**src/design/ptb_pkg.sv**
```systemverilog
package ptb_pkg;

    localparam int ID_W = 16;
    localparam int PING_W = 16;

    // Defaults for the top-level parameters.
    localparam int MAX_BEST_DEF = 6;
    localparam int REMOTE_DEPTH_DEF = 64;
    localparam int LOCAL_DEPTH_DEF = 16;

    // Command codes on the input channel.
    localparam logic [1:0] CMD_ADD = 2'd0;
    localparam logic [1:0] CMD_REMOVE = 2'd1;
    localparam logic [1:0] CMD_UPDATE = 2'd2;
    localparam logic [1:0] CMD_BEST = 2'd3;

    // Status codes on the output channel.
    localparam logic [1:0] ST_OK = 2'd0;
    localparam logic [1:0] ST_DUP = 2'd1;
    localparam logic [1:0] ST_MISSING = 2'd2;
    localparam logic [1:0] ST_FULL = 2'd3;

    // Job kinds decided by the front end.
    localparam logic [2:0] K_LADD = 3'd0;
    localparam logic [2:0] K_LREM = 3'd1;
    localparam logic [2:0] K_LNOP = 3'd2;
    localparam logic [2:0] K_RADD = 3'd3;
    localparam logic [2:0] K_RREM = 3'd4;
    localparam logic [2:0] K_RUPD = 3'd5;
    localparam logic [2:0] K_BEST = 3'd6;

    typedef struct packed {
        logic [2:0]        kind;
        logic [ID_W-1:0]   id;
        logic [PING_W-1:0] key;
        logic [PING_W-1:0] ping;
    } job_t;

    typedef struct packed {
        logic [ID_W-1:0]   id;
        logic [PING_W-1:0] ping;
    } rent_t;

endpackage

```
**src/design/ptb_ram.sv**
```systemverilog
module ptb_ram #(
    parameter int W = 32,
    parameter int D = 64,
    localparam int AW = $clog2(D)
) (
    input  logic          clk,
    input  logic          we,
    input  logic [AW-1:0] waddr,
    input  logic [W-1:0]  wdata,
    input  logic [AW-1:0] raddr,
    output logic [W-1:0]  rdata
);

    logic [W-1:0] mem [D];

    // One write port and one registered read port.
    always_ff @(posedge clk)
    begin
        if (we)
        begin
            mem[waddr] <= wdata;
        end
        rdata <= mem[raddr];
    end

endmodule

```
**src/design/ptb_front.sv**
```systemverilog
module ptb_front (
    input  logic                 clk,
    input  logic                 rst_n,
    input  logic                 in_valid,
    output logic                 in_stall,
    input  logic [1:0]           cmd,
    input  logic [15:0]          peer_id,
    input  logic                 is_local,
    input  logic [15:0]          ping,
    input  logic [15:0]          old_ping,
    output logic                 q_valid,
    output ptb_pkg::job_t        q_job,
    input  logic                 q_pop
);
    import ptb_pkg::*;

    job_t       slot_reg [2];
    logic       wptr_reg, wptr_next;
    logic       rptr_reg, rptr_next;
    logic [1:0] cnt_reg, cnt_next;
    job_t       job_in;
    logic       push;

    // Classify the incoming beat into a job for the back end.
    always_comb
    begin
        job_in.id = peer_id;
        job_in.ping = ping;
        job_in.key = ping;
        case (cmd)
            CMD_ADD:    job_in.kind = is_local ? K_LADD : K_RADD;
            CMD_REMOVE: job_in.kind = is_local ? K_LREM : K_RREM;
            CMD_UPDATE:
            begin
                job_in.kind = is_local ? K_LNOP : K_RUPD;
                job_in.key = old_ping;
            end
            default:    job_in.kind = K_BEST;
        endcase
    end

    assign in_stall = (cnt_reg == 2'd2);
    assign push = in_valid && !in_stall;
    assign q_valid = (cnt_reg != 2'd0);
    assign q_job = slot_reg[rptr_reg];

    // Two-entry queue pointers.
    always_comb
    begin
        wptr_next = push ? !wptr_reg : wptr_reg;
        rptr_next = q_pop ? !rptr_reg : rptr_reg;
        cnt_next = cnt_reg + {1'b0, push} - {1'b0, q_pop};
    end

    always_ff @(posedge clk or negedge rst_n)
    begin
        if (!rst_n)
        begin
            wptr_reg <= 1'b0;
            rptr_reg <= 1'b0;
            cnt_reg <= 2'd0;
        end
        else
        begin
            wptr_reg <= wptr_next;
            rptr_reg <= rptr_next;
            cnt_reg <= cnt_next;
        end
    end

    always_ff @(posedge clk)
    begin
        if (push)
        begin
            slot_reg[wptr_reg] <= job_in;
        end
    end

endmodule

```
**src/design/ptb_back.sv**
```systemverilog
module ptb_back #(
    parameter int MAX_BEST = ptb_pkg::MAX_BEST_DEF,
    parameter int REMOTE_DEPTH = ptb_pkg::REMOTE_DEPTH_DEF,
    parameter int LOCAL_DEPTH = ptb_pkg::LOCAL_DEPTH_DEF
) (
    input  logic                 clk,
    input  logic                 rst_n,
    input  logic                 q_valid,
    input  ptb_pkg::job_t        q_job,
    output logic                 q_pop,
    output logic                 out_valid,
    input  logic                 out_stall,
    output logic [1:0]           status,
    output logic [15:0]          best_peer_id,
    output logic                 found,
    output logic                 last
);
    import ptb_pkg::*;

    localparam int RAW = $clog2(REMOTE_DEPTH);
    localparam int RIW = $clog2(REMOTE_DEPTH + 1);
    localparam int LAW = $clog2(LOCAL_DEPTH);
    localparam int LIW = $clog2(LOCAL_DEPTH + 1);
    localparam int NW = $clog2(MAX_BEST + 1);
    localparam int RW = ID_W + PING_W;

    localparam logic [3:0] S_IDLE = 4'd0;
    localparam logic [3:0] S_FRD = 4'd1;
    localparam logic [3:0] S_FCHK = 4'd2;
    localparam logic [3:0] S_DRD = 4'd3;
    localparam logic [3:0] S_DWR = 4'd4;
    localparam logic [3:0] S_IRD = 4'd5;
    localparam logic [3:0] S_IWR = 4'd6;
    localparam logic [3:0] S_BRD = 4'd7;
    localparam logic [3:0] S_BCHK = 4'd8;
    localparam logic [3:0] S_BLOC = 4'd9;
    localparam logic [3:0] S_BFIN = 4'd10;
    localparam logic [3:0] S_RES = 4'd11;

    logic [3:0]      state_reg, state_next;
    job_t            job_reg, job_next;
    logic [RIW-1:0]  idx_reg, idx_next;
    logic [RIW-1:0]  rcount_reg, rcount_next;
    logic [LIW-1:0]  lidx_reg, lidx_next;
    logic [LIW-1:0]  lcount_reg, lcount_next;
    logic [ID_W-1:0] lid_reg [LOCAL_DEPTH];
    logic [ID_W-1:0] lid_next [LOCAL_DEPTH];
    logic [NW-1:0]   n_reg, n_next;
    logic            pv_reg, pv_next;
    logic [ID_W-1:0] pid_reg, pid_next;
    logic [1:0]      st_reg, st_next;
    logic            ov_reg;
    logic [1:0]      ost_reg;
    logic [ID_W-1:0] oid_reg;
    logic            ofound_reg, olast_reg;

    logic            we;
    logic [RAW-1:0]  waddr, raddr;
    logic [RW-1:0]   wdata, rdata;
    rent_t           rd_ent;
    logic            can_emit;
    logic            emit_v, e_found, e_last;
    logic [1:0]      e_status;
    logic [ID_W-1:0] e_id;
    logic            lhit;
    logic [LAW-1:0]  lpos;
    logic [ID_W-1:0] lcand;
    logic            cand;
    logic            n_full;

    ptb_ram #(
        .W (RW),
        .D (REMOTE_DEPTH)
    ) u_ram (
        .clk   (clk),
        .we    (we),
        .waddr (waddr),
        .wdata (wdata),
        .raddr (raddr),
        .rdata (rdata)
    );

    assign rd_ent = rdata;
    assign can_emit = !ov_reg || !out_stall;
    assign n_full = (n_reg == NW'(MAX_BEST));
    assign lcand = lid_reg[lidx_reg[LAW-1:0]];

    // First local entry that matches the queued id.
    always_comb
    begin
        lhit = 1'b0;
        lpos = '0;
        for (int i = LOCAL_DEPTH - 1; i >= 0; i--)
        begin
            if (LIW'(i) < lcount_reg && lid_reg[i] == q_job.id)
            begin
                lhit = 1'b1;
                lpos = LAW'(i);
            end
        end
    end

    // Read address follows the step of the shift or scan in progress.
    always_comb
    begin
        case (state_reg)
            S_DRD, S_DWR: raddr = RAW'(idx_reg + RIW'(1));
            S_IRD, S_IWR: raddr = RAW'(idx_reg - RIW'(1));
            default:      raddr = idx_reg[RAW-1:0];
        endcase
    end

    // Sequencer for one job.
    always_comb
    begin
        state_next = state_reg;
        job_next = job_reg;
        idx_next = idx_reg;
        rcount_next = rcount_reg;
        lidx_next = lidx_reg;
        lcount_next = lcount_reg;
        lid_next = lid_reg;
        n_next = n_reg;
        pv_next = pv_reg;
        pid_next = pid_reg;
        st_next = st_reg;
        we = 1'b0;
        waddr = idx_reg[RAW-1:0];
        wdata = rdata;
        q_pop = 1'b0;
        emit_v = 1'b0;
        e_status = ST_OK;
        e_id = '0;
        e_found = 1'b0;
        e_last = 1'b1;
        cand = 1'b0;
        case (state_reg)
            S_IDLE:
            begin
                if (q_valid)
                begin
                    q_pop = 1'b1;
                    job_next = q_job;
                    idx_next = '0;
                    n_next = '0;
                    pv_next = 1'b0;
                    st_next = ST_OK;
                    state_next = S_RES;
                    case (q_job.kind)
                        K_LADD:
                        begin
                            if (lhit)
                            begin
                                st_next = ST_DUP;
                            end
                            else if (lcount_reg == LIW'(LOCAL_DEPTH))
                            begin
                                st_next = ST_FULL;
                            end
                            else
                            begin
                                lid_next[0] = q_job.id;
                                for (int i = 1; i < LOCAL_DEPTH; i++)
                                begin
                                    lid_next[i] = lid_reg[i-1];
                                end
                                lcount_next = lcount_reg + LIW'(1);
                            end
                        end
                        K_LREM:
                        begin
                            if (!lhit)
                            begin
                                st_next = ST_MISSING;
                            end
                            else
                            begin
                                for (int i = 0; i < LOCAL_DEPTH - 1; i++)
                                begin
                                    if (LAW'(i) >= lpos)
                                    begin
                                        lid_next[i] = lid_reg[i+1];
                                    end
                                end
                                lcount_next = lcount_reg - LIW'(1);
                            end
                        end
                        K_RADD, K_RREM, K_RUPD: state_next = S_FRD;
                        K_BEST:                 state_next = S_BRD;
                        default:                state_next = S_RES;
                    endcase
                end
            end
            // Search the remote table for id at the key ping.
            S_FRD:
            begin
                if (idx_reg >= rcount_reg)
                begin
                    if (job_reg.kind == K_RADD)
                    begin
                        if (rcount_reg == RIW'(REMOTE_DEPTH))
                        begin
                            st_next = ST_FULL;
                            state_next = S_RES;
                        end
                        else
                        begin
                            idx_next = rcount_reg;
                            state_next = S_IRD;
                        end
                    end
                    else
                    begin
                        st_next = ST_MISSING;
                        state_next = S_RES;
                    end
                end
                else
                begin
                    state_next = S_FCHK;
                end
            end
            S_FCHK:
            begin
                if (rd_ent.id == job_reg.id && rd_ent.ping == job_reg.key)
                begin
                    if (job_reg.kind == K_RADD)
                    begin
                        st_next = ST_DUP;
                        state_next = S_RES;
                    end
                    else
                    begin
                        state_next = S_DRD;
                    end
                end
                else
                begin
                    idx_next = idx_reg + RIW'(1);
                    state_next = S_FRD;
                end
            end
            // Close the gap at idx by moving later entries down one.
            S_DRD:
            begin
                if ({1'b0, idx_reg} + (RIW+1)'(1) >= {1'b0, rcount_reg})
                begin
                    rcount_next = rcount_reg - RIW'(1);
                    if (job_reg.kind == K_RUPD)
                    begin
                        idx_next = rcount_reg - RIW'(1);
                        state_next = S_IRD;
                    end
                    else
                    begin
                        state_next = S_RES;
                    end
                end
                else
                begin
                    state_next = S_DWR;
                end
            end
            S_DWR:
            begin
                we = 1'b1;
                idx_next = idx_reg + RIW'(1);
                state_next = S_DRD;
            end
            // Insert from the end, moving larger pings up one.
            S_IRD:
            begin
                if (idx_reg == '0)
                begin
                    we = 1'b1;
                    wdata = {job_reg.id, job_reg.ping};
                    rcount_next = rcount_reg + RIW'(1);
                    state_next = S_RES;
                end
                else
                begin
                    state_next = S_IWR;
                end
            end
            S_IWR:
            begin
                we = 1'b1;
                if (rd_ent.ping > job_reg.ping)
                begin
                    idx_next = idx_reg - RIW'(1);
                    state_next = S_IRD;
                end
                else
                begin
                    wdata = {job_reg.id, job_reg.ping};
                    rcount_next = rcount_reg + RIW'(1);
                    state_next = S_RES;
                end
            end
            // Best scan, remote part. One candidate is held back so the
            // final beat can carry last.
            S_BRD:
            begin
                if (idx_reg >= rcount_reg || n_full)
                begin
                    lidx_next = '0;
                    state_next = S_BLOC;
                end
                else
                begin
                    state_next = S_BCHK;
                end
            end
            S_BCHK:
            begin
                cand = (rd_ent.id != job_reg.id);
                if (!(cand && pv_reg && !can_emit))
                begin
                    if (cand)
                    begin
                        emit_v = pv_reg;
                        e_id = pid_reg;
                        e_found = 1'b1;
                        e_last = 1'b0;
                        pv_next = 1'b1;
                        pid_next = rd_ent.id;
                        n_next = n_reg + NW'(1);
                    end
                    idx_next = idx_reg + RIW'(1);
                    state_next = S_BRD;
                end
            end
            S_BLOC:
            begin
                if (lidx_reg >= lcount_reg || n_full)
                begin
                    state_next = S_BFIN;
                end
                else
                begin
                    cand = (lcand != job_reg.id);
                    if (!(cand && pv_reg && !can_emit))
                    begin
                        if (cand)
                        begin
                            emit_v = pv_reg;
                            e_id = pid_reg;
                            e_found = 1'b1;
                            e_last = 1'b0;
                            pv_next = 1'b1;
                            pid_next = lcand;
                            n_next = n_reg + NW'(1);
                        end
                        lidx_next = lidx_reg + LIW'(1);
                    end
                end
            end
            S_BFIN:
            begin
                if (can_emit)
                begin
                    emit_v = 1'b1;
                    e_id = pv_reg ? pid_reg : '0;
                    e_found = pv_reg;
                    state_next = S_IDLE;
                end
            end
            S_RES:
            begin
                if (can_emit)
                begin
                    emit_v = 1'b1;
                    e_status = st_reg;
                    state_next = S_IDLE;
                end
            end
            default: state_next = S_IDLE;
        endcase
    end

    always_ff @(posedge clk or negedge rst_n)
    begin
        if (!rst_n)
        begin
            state_reg <= S_IDLE;
            rcount_reg <= '0;
            lcount_reg <= '0;
            ov_reg <= 1'b0;
            pv_reg <= 1'b0;
        end
        else
        begin
            state_reg <= state_next;
            rcount_reg <= rcount_next;
            lcount_reg <= lcount_next;
            pv_reg <= pv_next;
            if (can_emit)
            begin
                ov_reg <= emit_v;
            end
        end
    end

    // Payload registers.
    always_ff @(posedge clk)
    begin
        job_reg <= job_next;
        idx_reg <= idx_next;
        lidx_reg <= lidx_next;
        lid_reg <= lid_next;
        n_reg <= n_next;
        pid_reg <= pid_next;
        st_reg <= st_next;
        if (can_emit && emit_v)
        begin
            ost_reg <= e_status;
            oid_reg <= e_id;
            ofound_reg <= e_found;
            olast_reg <= e_last;
        end
    end

    assign out_valid = ov_reg;
    assign status = ost_reg;
    assign best_peer_id = oid_reg;
    assign found = ofound_reg;
    assign last = olast_reg;

endmodule

```
**src/design/peer_table_best_by_latency.sv**
```systemverilog
// Peer table: remote peers sorted by ping in a RAM with one write port and
// one registered read port, local peers newest first in flip-flops. A two-beat
// queue takes commands while the sequencer works. A remote add, remove or
// update first searches the remote entries with one registered RAM read each,
// then shifts entries, each move a registered RAM read followed by a write.
// Best visits the remote entries, then the local entries, and stops once
// MAX_BEST peers are gathered. The tables come out of reset empty; no clearing
// pass.
module peer_table_best_by_latency #(
    parameter int MAX_BEST = ptb_pkg::MAX_BEST_DEF,
    parameter int REMOTE_DEPTH = ptb_pkg::REMOTE_DEPTH_DEF,
    parameter int LOCAL_DEPTH = ptb_pkg::LOCAL_DEPTH_DEF
) (
    input  logic        clk,
    input  logic        rst_n,
    input  logic        in_valid,
    output logic        in_stall,
    input  logic [1:0]  cmd,
    input  logic [15:0] peer_id,
    input  logic        is_local,
    input  logic [15:0] ping,
    input  logic [15:0] old_ping,
    output logic        out_valid,
    input  logic        out_stall,
    output logic [1:0]  status,
    output logic [15:0] best_peer_id,
    output logic        found,
    output logic        last
);
    import ptb_pkg::*;

    logic q_valid;
    logic q_pop;
    job_t q_job;

    ptb_front u_front (
        .clk      (clk),
        .rst_n    (rst_n),
        .in_valid (in_valid),
        .in_stall (in_stall),
        .cmd      (cmd),
        .peer_id  (peer_id),
        .is_local (is_local),
        .ping     (ping),
        .old_ping (old_ping),
        .q_valid  (q_valid),
        .q_job    (q_job),
        .q_pop    (q_pop)
    );

    ptb_back #(
        .MAX_BEST     (MAX_BEST),
        .REMOTE_DEPTH (REMOTE_DEPTH),
        .LOCAL_DEPTH  (LOCAL_DEPTH)
    ) u_back (
        .clk          (clk),
        .rst_n        (rst_n),
        .q_valid      (q_valid),
        .q_job        (q_job),
        .q_pop        (q_pop),
        .out_valid    (out_valid),
        .out_stall    (out_stall),
        .status       (status),
        .best_peer_id (best_peer_id),
        .found        (found),
        .last         (last)
    );

endmodule

```
**config.mk**
```make
export PLATFORM = sky130hd
export DESIGN_NAME = peer_table_best_by_latency
export DESIGN_NICKNAME = d
export VERILOG_FILES = /design/src/design/ptb_pkg.sv /design/src/design/ptb_ram.sv /design/src/design/ptb_front.sv /design/src/design/ptb_back.sv /design/src/design/peer_table_best_by_latency.sv
export SDC_FILE = /design/constraint.sdc
export NUM_CORES = 2
export LEC_CHECK = 0
export BUFFER_PORTS_ARGS = -buffer_cell sky130_fd_sc_hd__clkbuf_2
export CORE_MARGIN = 3
export CORE_UTILIZATION = 45
export CTS_CLUSTER_SIZE = 8
export DETAILED_ROUTE_END_ITERATION = 12
export GPL_ROUTABILITY_DRIVEN = 0
export PLACE_DENSITY = 0.65
export SETUP_SLACK_MARGIN = 0.15
export SLEW_MARGIN = 20
export SYNTH_ARGS = -nofsm -noshare
export SYNTH_HDL_FRONTEND = slang
export SYNTH_SLANG_ARGS = --single-unit
```
**constraint.sdc**
```tcl
create_clock -name clk -period 6.4 [get_ports clk]
set_clock_uncertainty 0.15 [all_clocks]
set_input_delay 0.32 -clock clk [delete_from_list [all_inputs] [get_ports clk]]
set_output_delay 0.32 -clock clk [all_outputs]
set_load 0.02 [all_outputs]
```
After elaboration in Yosys (flattened, before gate mapping)
Memories as Yosys holds them, arrays and structs flattened. A register that Yosys moved wholly into a read port is not among the register bits.
Index checks and enable logic that the tools add are counted.
Widths: inputs -> output; s select.
{"block": "totals", "ram_bits": 2150, "in_bits": 55, "wordCells": 415, "ff_bits": 382, "out_inout_bits": 22, "memories": 2}
{"block": "classes", "bitwise": 3, "reduce_logical": 75, "n_mux": 168, "n_addsub": 11, "n_eq_ne": 83, "n_lt_le_gt_ge": 36}
{"memory": "u_back.u_ram.mem", "words": 64, "width": 32, "rd": 1, "rd_ports_with_merged_regs": 1, "wr": 1, "line_no": "ptb_ram.sv:14", "rtl": "logic [W-1:0] mem [D];"}
{"memory": "u_front.slot_reg", "words": 2, "width": 51, "rd": 1, "rd_ports_with_merged_regs": 0, "wr": 1, "line_no": "ptb_front.sv:17", "rtl": "job_t slot_reg [2];"}
{"op": "$mux 256", "n": 2}
{"op": "$mux 16", "n": 30}
{"op": "$pmux 240 s2", "n": 1}
{"op": "$eq 16x16->1", "n": 18}
{"op": "$mux 240", "n": 1}
{"op": "$mux 4", "n": 29}
{"op": "$reduce_and 7->1", "n": 16}
{"op": "$mux 7", "n": 12}
{"op": "$bmux 16 s4", "n": 1}
{"op": "$mux 32", "n": 2}
{"op": "$pmux 32 s2", "n": 1}
{"op": "$ne 2x1->1 const B", "n": 29}
{"op": "$pmux 7 s7", "n": 1}
{"op": "$pmux 16 s3", "n": 1}
{"op": "$mux 1", "n": 47}
{"op": "$pmux 4 s11", "n": 1}
{"op": "$lt 4x5->1 const A", "n": 8}
{"op": "$ne 16x16->1", "n": 2}
{"op": "$pmux 16 s2", "n": 1}
{"op": "$mux 5", "n": 6}
{"op": "$ge 4x4->1 const A", "n": 7}
{"op": "$mux 3", "n": 8}
{"op": "$logic_and 1x1->1", "n": 23}
{"op": "$pmux 7 s3", "n": 1}
{"op": "59 further kinds", "n": 128}

Logic depth before layout (Yosys ltp)
An unclocked memory read counts as a cell.
{"block": "depth", "ltp_word": 23, "mapped_depth": 16, "ltp_nobuf": 14}

Cells and area by module
From an unflattened synthesis, not the netlist that was laid out.
{"block": "hier_totals", "cells_unflattened": 6122, "area_unflattened_um2": 107847.2}
{"module": "ptb_ram", "cells_each": 3511, "area_each_um2": 79039.6, "n_inst": 1, "seq_area_each_um2": 62139.6}
{"module": "ptb_back", "cells_each": 2410, "area_each_um2": 24653.6, "n_inst": 1, "seq_area_each_um2": 11260.8}
{"module": "ptb_front", "cells_each": 201, "area_each_um2": 4154.0, "n_inst": 1, "seq_area_each_um2": 3163.0}

Worst setup path after synthesis
OpenSTA, ideal clock, no wires.
{"block": "synth_timing", "kind": "register to register", "from": "reg u_back.idx_reg[0]", "to": "mem u_back.u_ram.mem[32][0] (enable)", "period_less_slack_ps": 5998, "t_arrival_ps": 5346, "path_buffers": 2, "setup_slack_ps": 402, "stages_incl_launch_ff": 11, "setup_time_ps": 502, "cell_sequence": "edfxtp_1 -> buf_1 -> inv_1 -> ha_1 -> nand2_1 -> or3_1 -> o21ai_0 -> and2_1 -> clkbuf_1 -> nand3_1 -> nor4_1"}
{"block": "synth_via", "elab_chain_cells": 5}
{"item": "start: declaration", "line_no": "ptb_back.sv:42", "rtl": "logic [RIW-1:0] idx_reg, idx_next;"}
{"item": "start signal: assignment", "line_no": "ptb_back.sv:408", "rtl": "idx_reg <= idx_next;"}
{"item": "$logic_not 7->1", "line_no": "ptb_back.sv:273", "rtl": "if (idx_reg == '0)"}
{"item": "$mux 1", "line_no": "ptb_back.sv:273"}
{"item": "$pmux 1 s2", "line_no": "ptb_back.sv:137", "rtl": "case (state_reg)"}
{"item": "$mux 1", "line_no": "ptb_ram.sv:19", "rtl": "if (we)"}
{"item": "$mux 1 (implied by the code)", "line_no": "ptb_ram.sv:21", "rtl": "mem[waddr] <= wdata;"}
{"item": "end: declaration", "line_no": "ptb_ram.sv:14"}
Parallel ways exist; a longest one is shown, timed or not.

Final worst setup path
{"block": "layout_timing", "from": "reg u_front.rptr_reg", "to": "reg u_back.lid_reg[150] (netlist bit) (enable)"}
{"block": "layout_via", "elab_chain_cells": 22}
{"item": "start: declaration", "line_no": "ptb_front.sv:19", "rtl": "logic rptr_reg, rptr_next;"}
{"item": "start signal: assignment", "line_no": "ptb_front.sv:66", "rtl": "rptr_reg <= rptr_next;"}
{"item": "$mem_v2 2x51 *"}
{"item": "$eq 16x16->1", "line_no": "ptb_back.sv:95", "rtl": "if (LIW'(i) < lcount_reg && lid_reg[i] == q_job.id)"}
{"item": "$logic_and 1x1->1", "line_no": "ptb_back.sv:95"}
{"item": "$mux 4 (16 in series)", "line_no": "ptb_back.sv:95"}
{"item": "$ge 3x4->1", "line_no": "ptb_back.sv:180", "rtl": "if (LAW'(i) >= lpos)"}
{"item": "$ne 2x1->1 (no source line)"}
{"item": "$reduce_and 7->1 (no source line) *"}
{"item": "end signal: assignment", "line_no": "ptb_back.sv:410", "rtl": "lid_reg <= lid_next;"}
{"item": "end: declaration", "line_no": "ptb_back.sv:46", "rtl": "logic [ID_W-1:0] lid_reg [LOCAL_DEPTH];"}
Mark *: on every way between the ends. The rest lies on a longest branch, timed or not.
A chain may end at the register's enable or synchronous reset.

==> results_dict.tcl <==
set metrics [dict create \
    outcome "finished, final reports clean" \
    drtIter0Drc 8071 \
    crit_path_start_kind "register" \
    synth_top_family_by_area "multiplexers" \
    rows 178 \
    path_max_fanout 21 \
    core_area_um2 236000 \
    tns_ps 0 \
    holdWs_ps 42.3 \
    largest_register_ffs 2048 \
    pin_count 77 \
    clock_tree.root_cell "clkbuf_16" \
    layout-drive-gt1-share 0.261 \
    cts.sinks 2564 \
    muxShareOfSynthArea 0.163 \
    synth-main-ff-cell "edfxtp_1" \
    die_y_um 495 \
    ant_nets 0 \
    grt_pass1_vias 59650 \
    finalNetCount 6345 \
    portBuffers 76 \
    clock_path_buffers 4 \
    htree_levels 5 \
    initial_utilization 0.455 \
    ys_seq_area_frac 0.713 \
    hold_class "in -> reg" \
    grt_max_degree 242 \
    viasPerCell 6.26 \
    die_x_um 495 \
    syn_to_final_growth_pct 15.5 \
    period_share 0.864 \
    worstSetupPathType "reg -> reg" \
    ys_types 82 \
    cts_resized 0 \
    drt_pass1_iterations 8 \
    max_freq_mhz 181 \
    wl_per_cell_um 32.0 \
    clock_latency_ps 980 \
    path_clk_slew_ps 50 \
    power.density_nw_per_um2 571 \
    synthesis.area_um2 107000 \
    endpoint "u_back.lid_reg[150]" \
    max_cap_viol_count 0 \
    synth_compound_area_frac 0.0265 \
    drc 0 \
    cts_buffers 372 \
    hold_violations 0 \
    worstPathArrival_ps 5910 \
    hpwl_mm 183 \
    end_kind "register" \
    cts_tree "yes" \
    cp-startpoint "u_front.rptr_reg" \
    syn_area_per_cell_um2 18.5 \
    synth_adder_area_share 0.00568 \
    slew_viol_final 0 \
    rsz0062_at_grt "no" \
    grt_pass1_wl_mm 438 \
    worst_slew_pin_slew_ps 1140 \
    synth-edff-count 2510 \
    synthXorXnorAreaFrac 0.0279 \
    worst_r2r_startpoint "u_front.rptr_reg" \
    synthCells 5800 \
    fin_crit_ps 5530 \
    yosys.area_share.simple 0.0475 \
    totalWireLength_mm 304 \
    syn_nets 5903 \
    synth-seq-cells 2564 \
    place_ws_ps 818 \
    synthArstFlopShare 0.00858 \
    finalSetupViolations 0 \
    timing.rr.end "u_back.lid_reg[150]" \
    grt_overflow_total 0 \
    yosysWarnings 0 \
    die-area_um2 245000 \
    place_area_um2 113000 \
    antenna_found_initial 19 \
    p_leak_nw 39.4 \
    peakVddDrop_uv 676 \
    fin_ws_ps 873 \
    grt.total_usage 0.249 \
    final_area_um2 124000 \
    r2r_cells 14 \
    relSlewSlack 0.238 \
    worst_ep_required_time_ps 6780 \
    vias 59583 \
    n_fill_cell 18273 \
    rrSetupSlack_ps 870 \
]
-- logic make-up after synthesis --
kind of cell	Yosys count
compound gates	474
xor+xnor	342
fa+ha+maj	49
buf+inv	403
flops	2564
mux	835
simple gates	1133
-- synth_stat cells (6+ instances only) --
master | number | area share
mux4_2 | 716 | 0.15
dfxtp_1 | 32 | 0.0060
mux2i_1 | 19 | 0.0018
nand4_1 | 32 | 0.0019
clkbuf_1 | 177 | 0.0062
nor3_1 | 45 | 0.0021
buf_4 | 18 | 0.0013
xor2_1 | 39 | 0.0032
nand2b_1 | 12 | 0.00070
inv_1 | 68 | 0.0024
edfxtp_1 | 2510 | 0.70
or3_1 | 6 | 0.00035
and2_4 | 9 | 0.00073
o21ai_0 | 259 | 0.012
and3_1 | 10 | 0.00058
a31oi_1 | 41 | 0.0024
o31ai_1 | 18 | 0.0013
dfrtp_1 | 22 | 0.0051
buf_1 | 39 | 0.0014
buf_6 | 15 | 0.0016
a21oi_1 | 38 | 0.0018
nand3b_1 | 7 | 0.00049
nor2_1 | 163 | 0.0057
xnor2_1 | 303 | 0.025
buf_2 | 78 | 0.0036
o22ai_1 | 9 | 0.00052
mux2_2 | 97 | 0.010
a211oi_1 | 34 | 0.0024
nor2b_1 | 14 | 0.00082
ha_1 | 48 | 0.0056
and2_1 | 47 | 0.0027
nand3_1 | 48 | 0.0022
a21o_1 | 11 | 0.00077
nor4_1 | 98 | 0.0057
nand2_1 | 621 | 0.022
o21a_1 | 12 | 0.00084
-- cell type report --
class                           count  area (um2)  share of cell area
Antenna cell                       13        32.5            0.000262
Timing Repair Buffer              399        3530              0.0284
Clock inverter                     12         130             0.00105
Multi-Input combinational cell   2833       29900               0.241
Inverter                           72         270             0.00218
Clock buffer                      473        9790              0.0789
Tap cell                         3150        3940              0.0318
Sequential cell                  2564       76600               0.617
-- worst min path at each step --
stage,slack (ps),endpoint,startpoint,cells past startpoint
after CTS,8,u_front.slot_reg[0][44],peer_id[12],2
after global placement,260,u_front.cnt_reg[1],rst_n,1
after global routing,8,u_front.slot_reg[0][32],peer_id[0],2
after detailed placement,270,u_front.cnt_reg[1],rst_n,1
final,40,u_front.slot_reg[0][32],peer_id[0],2
after floorplan,-130,u_back.lcount_reg[0],rst_n,0
-- through the flow --
stage | power, mW | std cells | util
after detailed placement | 53.8 | 8943 | 0.480
after floorplan | 42.5 | 5800 | -
after global placement | 53.5 | 8942 | 0.480
after CTS | 71.0 | 9502 | 0.525
final | 70.8 | 9516 | 0.525
after global routing | 73.5 | 9511 | 0.525
-- routing by layer --
layer	global-route usage	vias to the layer above	routed length (um)
li1	-	24091	-
met1	0.355	31326	120000
met2	0.383	3614	142000
met3	0.0557	546	32900
met4	0.0784	6	9590
met5	0	-	46
-- power by group --
part | leakage, nW | switching, mW | total (mW) | internal (mW)
registers | 23.2 | 1.01 | 23.1 | 22.1
clock network | 4.82 | 6.66 | 17.1 | 10.5
logic | 11.5 | 17.8 | 30.6 | 12.8
total | 39.4 | 25.5 | 70.8 | 45.4
-- what timing repair did --
item,in CTS,in global routing
hold buffers,74,0
setup buffers,0,0
endpoints found under the setup margin,0,0
endpoints found under the hold margin,155,0
-- critical path: stages, from the launching register on --
cell,delay (ps)
dfrtp_4,810
buf_4,280
mux2i_4,220
buf_4,420
xnor2_1,210
nor3_1,90
nand3_1,110
o22ai_1,140
nor4_1,780
nand3_4,160
or4_4,540
a21o_1,210
o21bai_4,210
inv_2,80
or2_1,690
-- placed cells by master, fill, tap and decap left out, drive strengths merged, types with 10 or more instances in the layout --
master,count
xnor2,303
o21a,12
mux2i,22
nor4,102
a21o,11
and3,10
nor2,165
mux4,716
xor2,39
inv,75
nor3,45
dfrtp,22
nand2,621
dfxtp,32
and2,57
o21ai,264
mux2,97
nand4,32
o31ai,19
edfxtp,2510
ha,48
clkbuf,549
dlygate4sd3,73
buf,250
a211oi,34
diode,13
a21oi,38
nand3,49
a31oi,41
nand2b,12
nor2b,14
Note: power is estimated with default switching activity, not from simulation.
